$ cat src/hw/rtl/lcmh_pkg.sv
`default_nettype none
package lcmh_pkg;

    localparam int HEAP_CAPACITY = 64;
    localparam int ID_SPACE      = 256;
    localparam int COUNT_WIDTH   = 20;

    localparam int SLOT_W  = $clog2(HEAP_CAPACITY);
    localparam int OCC_W   = $clog2(HEAP_CAPACITY + 1);
    localparam int ID_W    = 8;
    localparam int ENTRY_W = COUNT_WIDTH + ID_W;

    localparam logic [2:0] REQ_INSERT = 3'd0;
    localparam logic [2:0] REQ_ADJUST = 3'd1;
    localparam logic [2:0] REQ_REMOVE = 3'd2;
    localparam logic [2:0] REQ_QUERY  = 3'd3;
    localparam logic [2:0] REQ_CLEAR  = 3'd4;

    localparam logic [1:0] ST_OK     = 2'd0;
    localparam logic [1:0] ST_ABSENT = 2'd1;
    localparam logic [1:0] ST_FULL   = 2'd2;
    localparam logic [1:0] ST_BAD    = 2'd3;

    typedef enum logic [2:0] {
        OP_INSERT,
        OP_ADJUST,
        OP_REMOVE,
        OP_QUERY,
        OP_CLEAR,
        OP_BAD
    } op_t;

    typedef struct packed {
        op_t         op;
        logic [7:0]  id;
        logic [19:0] cnt;
        logic [31:0] ip;
        logic [15:0] sport;
        logic [15:0] lport;
    } cmd_t;

    typedef struct packed {
        logic [COUNT_WIDTH-1:0] key;
        logic [ID_W-1:0]        id;
    } entry_t;

    typedef enum logic [3:0] {
        BK_IDLE,
        BK_DISPATCH,
        BK_RD_LAST,
        BK_DN_RD,
        BK_DN_CMP,
        BK_UP_RD,
        BK_UP_CMP,
        BK_PLACE,
        BK_PAY_RD,
        BK_RESULT
    } bk_state_t;

endpackage
`default_nettype wire

$ cat src/hw/rtl/lcmh_front.sv
`default_nettype none
module lcmh_front (
    input  wire logic          aclk,
    input  wire logic          aresetn,
    input  wire logic          s_valid,
    output logic               s_ready,
    input  wire logic [2:0]    s_req_type,
    input  wire logic [7:0]    s_server_id,
    input  wire logic [19:0]   s_con_count,
    input  wire logic [31:0]   s_ip_addr,
    input  wire logic [15:0]   s_service_port,
    input  wire logic [15:0]   s_listen_port,
    output logic               cmd_avail,
    output lcmh_pkg::cmd_t     cmd_head,
    input  wire logic          cmd_pop
);

    lcmh_pkg::cmd_t q_reg [2];
    logic           wr_ptr_reg, rd_ptr_reg;
    logic [1:0]     fill_reg;
    lcmh_pkg::cmd_t in_cmd;
    logic           push;

    // classify request type
    always_comb begin
        unique case (s_req_type)
            lcmh_pkg::REQ_INSERT: in_cmd.op = lcmh_pkg::OP_INSERT;
            lcmh_pkg::REQ_ADJUST: in_cmd.op = lcmh_pkg::OP_ADJUST;
            lcmh_pkg::REQ_REMOVE: in_cmd.op = lcmh_pkg::OP_REMOVE;
            lcmh_pkg::REQ_QUERY:  in_cmd.op = lcmh_pkg::OP_QUERY;
            lcmh_pkg::REQ_CLEAR:  in_cmd.op = lcmh_pkg::OP_CLEAR;
            default:              in_cmd.op = lcmh_pkg::OP_BAD;
        endcase
        in_cmd.id    = s_server_id;
        in_cmd.cnt   = s_con_count;
        in_cmd.ip    = s_ip_addr;
        in_cmd.sport = s_service_port;
        in_cmd.lport = s_listen_port;
    end

    assign s_ready   = (fill_reg != 2'd2);
    assign push      = s_valid && s_ready;
    assign cmd_avail = (fill_reg != 2'd0);
    assign cmd_head  = q_reg[rd_ptr_reg];

    always_ff @(posedge aclk) begin
        if (push) begin
            q_reg[wr_ptr_reg] <= in_cmd;
        end
    end

    always_ff @(posedge aclk) begin
        if (!aresetn) begin
            wr_ptr_reg <= 1'b0;
            rd_ptr_reg <= 1'b0;
            fill_reg   <= 2'd0;
        end else begin
            if (push) wr_ptr_reg <= !wr_ptr_reg;
            if (cmd_pop) rd_ptr_reg <= !rd_ptr_reg;
            fill_reg <= fill_reg + {1'b0, push} - {1'b0, cmd_pop};
        end
    end

endmodule
`default_nettype wire

$ cat config.mk
export PLATFORM = sky130hd
export DESIGN_NAME = lcmh_front
export DESIGN_NICKNAME = d
export VERILOG_FILES = /design/src/hw/rtl/lcmh_pkg.sv /design/src/hw/rtl/lcmh_front.sv
export SDC_FILE = /design/constraint.sdc
export NUM_CORES = 1
export LEC_CHECK = 0
export ABC_CLOCK_PERIOD_IN_PS = 4600
export BUFFER_PORTS_ARGS = -buffer_cell sky130_fd_sc_hd__buf_2
export CAP_MARGIN = 40
export CORE_MARGIN = 2
export CORE_UTILIZATION = 52
export CTS_CLUSTER_SIZE = 25
export DETAILED_ROUTE_END_ITERATION = 10
export PLACE_DENSITY = 0.79
export REMOVE_ABC_BUFFERS = 1
export SYNTH_ARGS = -nofsm -noshare
export SYNTH_HDL_FRONTEND = slang
export SYNTH_SLANG_ARGS = --single-unit
$ cat constraint.sdc
create_clock -name aclk -period 4.6 [get_ports aclk]
set_clock_uncertainty 0.1 [all_clocks]
set_input_delay 0.92 -clock aclk [delete_from_list [all_inputs] [get_ports aclk]]
set_output_delay 0.92 -clock aclk [all_outputs]
set_load 0.005 [all_outputs]
After elaboration in Yosys (flattened, before gate mapping)
Memory sizes are Yosys's and may differ from the RTL's. A register that Yosys moved wholly into a read port is not among the register bits. Cells that the tools add are included. W data, S select, Z words.

Bits of input ports: 99. Flip-flop bits (word level): 4. Memory bits (writable): 190. Memories: 1. Logic and storage cells: 21. Output and inout port bits: 97.

Memories: q_reg (depth 2, width 95, read ports 1, clocked after memory_dff 1, wr ports 1, line lcmh_front.sv:18) `lcmh_pkg::cmd_t q_reg [2];`.

Add/subtract/negate cells: 2. Multiplexer cells: 5. Equal/unequal tests: 5. Reduce and logical (&&, ||, !) cells: 5.

Operators by type and width (count): $pmux W3 S5 (1); $eq A3 B2 Y1 const B (2); $mux W1 (4); $eq A3 B1 Y1 const B (1); $eq A3 B3 Y1 const B (1); $logic_not A3 Y1 (1); $add A2 B1 Y2 (1); $logic_not A1 Y1 (2); $ne A2 B2 Y1 const B (1); $reduce_bool A2 Y1 (1); $sub A2 B1 Y2 (1); $logic_and A1 B1 Y1 (1).

Depth between registers and ports, before layout
Depth after elaboration: 4. Depth in mapped cells: 7. Depth with buffers taken out: 7.

Worst setup path before layout
OpenSTA, ideal clock, no wires.

Path type: in2reg. Start: input port s_valid. End: memory q_reg[1][0] (netlist bit) (enable). Cell stages on the path: 1. Required time: 4.035 ns. Data arrival time: 3.173 ns. Setup slack: 0.862 ns. Setup time: 0.465 ns. Path buffers: 0. Cells stage by stage: and3_1.

Longest elaborated chain between the ends: 3.

Ends and longest elaborated chain: start: declaration (line lcmh_front.sv:5) `input wire logic s_valid,`; $logic_and A1 B1 Y1 (line lcmh_front.sv:42) `assign push = s_valid && s_ready;`; $mux W1 (line lcmh_front.sv:47) `if (push) begin`; $mux W1 (not written as such) (line lcmh_front.sv:48) `q_reg[wr_ptr_reg] <= in_cmd;`; end: declaration (line lcmh_front.sv:18).

No other way between the ends.

==> results.yml <==
outcome:
  status: "completed"
detailed_routing:
  avgViaCountPerCell: 5.06
  drtIter0Drc: 241
  finalWirelength_um: 12600
  drcViolationCount: 0
  wl_per_cell_um: 17.3
  drt_first_pass_iters: 4
  ant_nets: 0
  dr_total_vias: 3685
worst_setup_path:
  crit_buf_inv: 2
  cp.depth: 3
  worst_setup_path_end_kind: "output pin"
  path_max_fanout: 57
  critPathSlowestCell: "dfxtp_4"
  critPathMaxStageDelay_ps: 780
  cpLargestDelayFamily: "flip-flops"
  rr_worst_depth: 4
  crit_type: "flip-flop to output pin"
  cp_data_required_time_ps: 3580
  regToRegStartpoint: "fill_reg[0]"
  arrival_ps: 2180
  worstSetupStartpointType: "flip-flop"
  path_cells: "buf_12, mux2_2, buf_2"
clock_tree:
  clk_pin_slew_ps: 60
  cts_max_level: 4
  cts.sinks: 195
  cts_buffer_depth: 2
  cts_tree: "done"
  cts.repair.resized: 0
  cts_buffers: 17
  root_buffer: "clkbuf_16"
  insertion_delay_ps: 410
  postCtsHoldBufs: 0
  cts_setup_buffers: 0
finish:
  largest_register_ffs: 190
  layout.cells.non_filler: 728
  diodes: 0
  finalNetCount: 635
  drive_gt1_frac: 0.595
  nFillCells: 938
  area_delta_synth_final_pct: 23.3
synth:
  postSynthAreaPerCell_um2: 22.5
  synth_cell_types: 28
  synth-warning-count: 0
  yosysTopAreaCell: "edfxtp_1"
  ys.flop_type: "edfxtp_1"
  synth_top_area_share: 0.776
  synth.area.top_cells: "edfxtp_1 78%, mux2_4 10%, mux2_2 6.9%"
  ys_seq_area_frac: 0.790
  synth_async_sr_flop_share: 0
  syn_area_mm2: 0.00735
  synthCells: 327
  synth_edf_count: 190
  ys_ff_latch: 195
timing:
  min_period_ps: 3200
  fmax_ghz: 0.313
  final-hold-violation-count: 0
  fin_crit_sh: 0.696
  maxSlewHeadroom: 0.561
  setup_violations: 0
  rsz0062_at_grt: "no"
  final.setup.tns_ps: 0
  maxSlewViolCount: 0
  worst_hold_slack_ps: 475
  tightest_slew_ps: 659
power:
  power.density_mw_per_mm2: 441
  peakVddDrop_uv: 323
  leakagePower_nw: 3.50
floorplanning:
  rows: 43
  die_w_um: 123
  die_h_um: 123
  start_util: 0.532
  pin_count: 196
  die_area_mm2: 0.0151
  core_mm2: 0.0138
global_routing:
  grt_first_pass_wirelength_um: 18800
  antenna_found_initial: 0
  overflow: 0
  grt_usage: 0.168
  grt_max_degree: 58
  grt_pass1_vias: 3835
hold_path:
  hold_start: "rd_ptr_reg"
  hold_class: "flip-flop to flip-flop"
  hold_depth: 2
placement:
  port_buffers: 195
  dp_hpwl_um: 8540
  placed_cells: 696
  gp_congestion: 0.769
run:
  cap_violations: 0
-- per-layer routing --
metal	global-route usage	up-vias	part of all wire
li1	-	1707	-
met1	0.199	1824	0.40
met2	0.277	134	0.50
met3	0.0641	20	0.079
met4	0.0654	0	0.017
met5	0	-	0
-- layout make-up --
class                      count  area, um2  share of cell area
sequential                   195       5810               0.641
timing repair buffer         201       1050               0.116
tap                          180        225              0.0249
multi-input combinational    118       1440               0.158
inverter                       2       10.0             0.00110
clock buffer                  20        437              0.0482
clock inverter                12       91.3              0.0101
-- power breakdown --
group | internal [W] | switching (W) | leakage (nW)
clock | 0.000735 | 0.000578 | 0.251
sequential | 0.00213 | 0.0000547 | 1.82
combinational | 0.000271 | 0.000230 | 1.44
-- path summary, 6_finish.rpt --
check / endpoint / slack, ps
hold reg to reg: flip-flop / 470
setup reg to reg: q_reg[0][64] / 2430
setup / recovery: cmd_head[30] / 1400
hold / removal: flip-flop / 470
-- Yosys cell counts (2+ instances only) --
master and n:
edfxtp_1 190, mux2_4 50, mux2_2 45, buf_6 6
dfxtp_1 5, buf_2 4, and2_1 3, inv_1 2
nand2_1 2, nand3b_1 2
-- metrics by stage --
step	setup slack, ps	utilization	cell area [um2]	total power [W]
CTS	1360	0.655	9060	0.00404
detailed placement	1830	0.617	8530	0.00273
global placement	1840	0.615	8510	0.00270
floorplan	41.7	-	7240	0.00251
global route	1320	0.655	9060	0.00416
finish	1400	0.655	9060	0.00400
-- tightest hold or removal path, cell delays in order, from the launching register on --
cell     delay [ps]
dfxtp_1         320
xor2_1           70
and2_1          150
-- logic make-up (layout without fill, tap and decap cells) --
logic type / count (synthesis) / after routing / synth area share
DFF: 195 / 195 / 0.790
muxes: 96 / 96 / 0.172
buffers and inverters: 14 / 235 / 0.0155
and+or+nand+nor: 13 / 13 / 0.0109
AOI/OAI and AO/OA: 6 / 6 / 0.00715
xor gates and xnor gates: 2 / 2 / 0.00238
adders and majority gates: 1 / 1 / 0.00170
-- cells in the final DEF (no fill, tap or decap), drive strengths merged, types with 2 or more instances in the layout --
master and n:
clkinvlp 2, edfxtp 190, dfxtp 5, clkbuf 20, nand2 2, clkinv 9, inv 2, and2 3
nand3b 2, mux2 95, buf 201, a21boi 2
(Power assumes the default switching activity.)
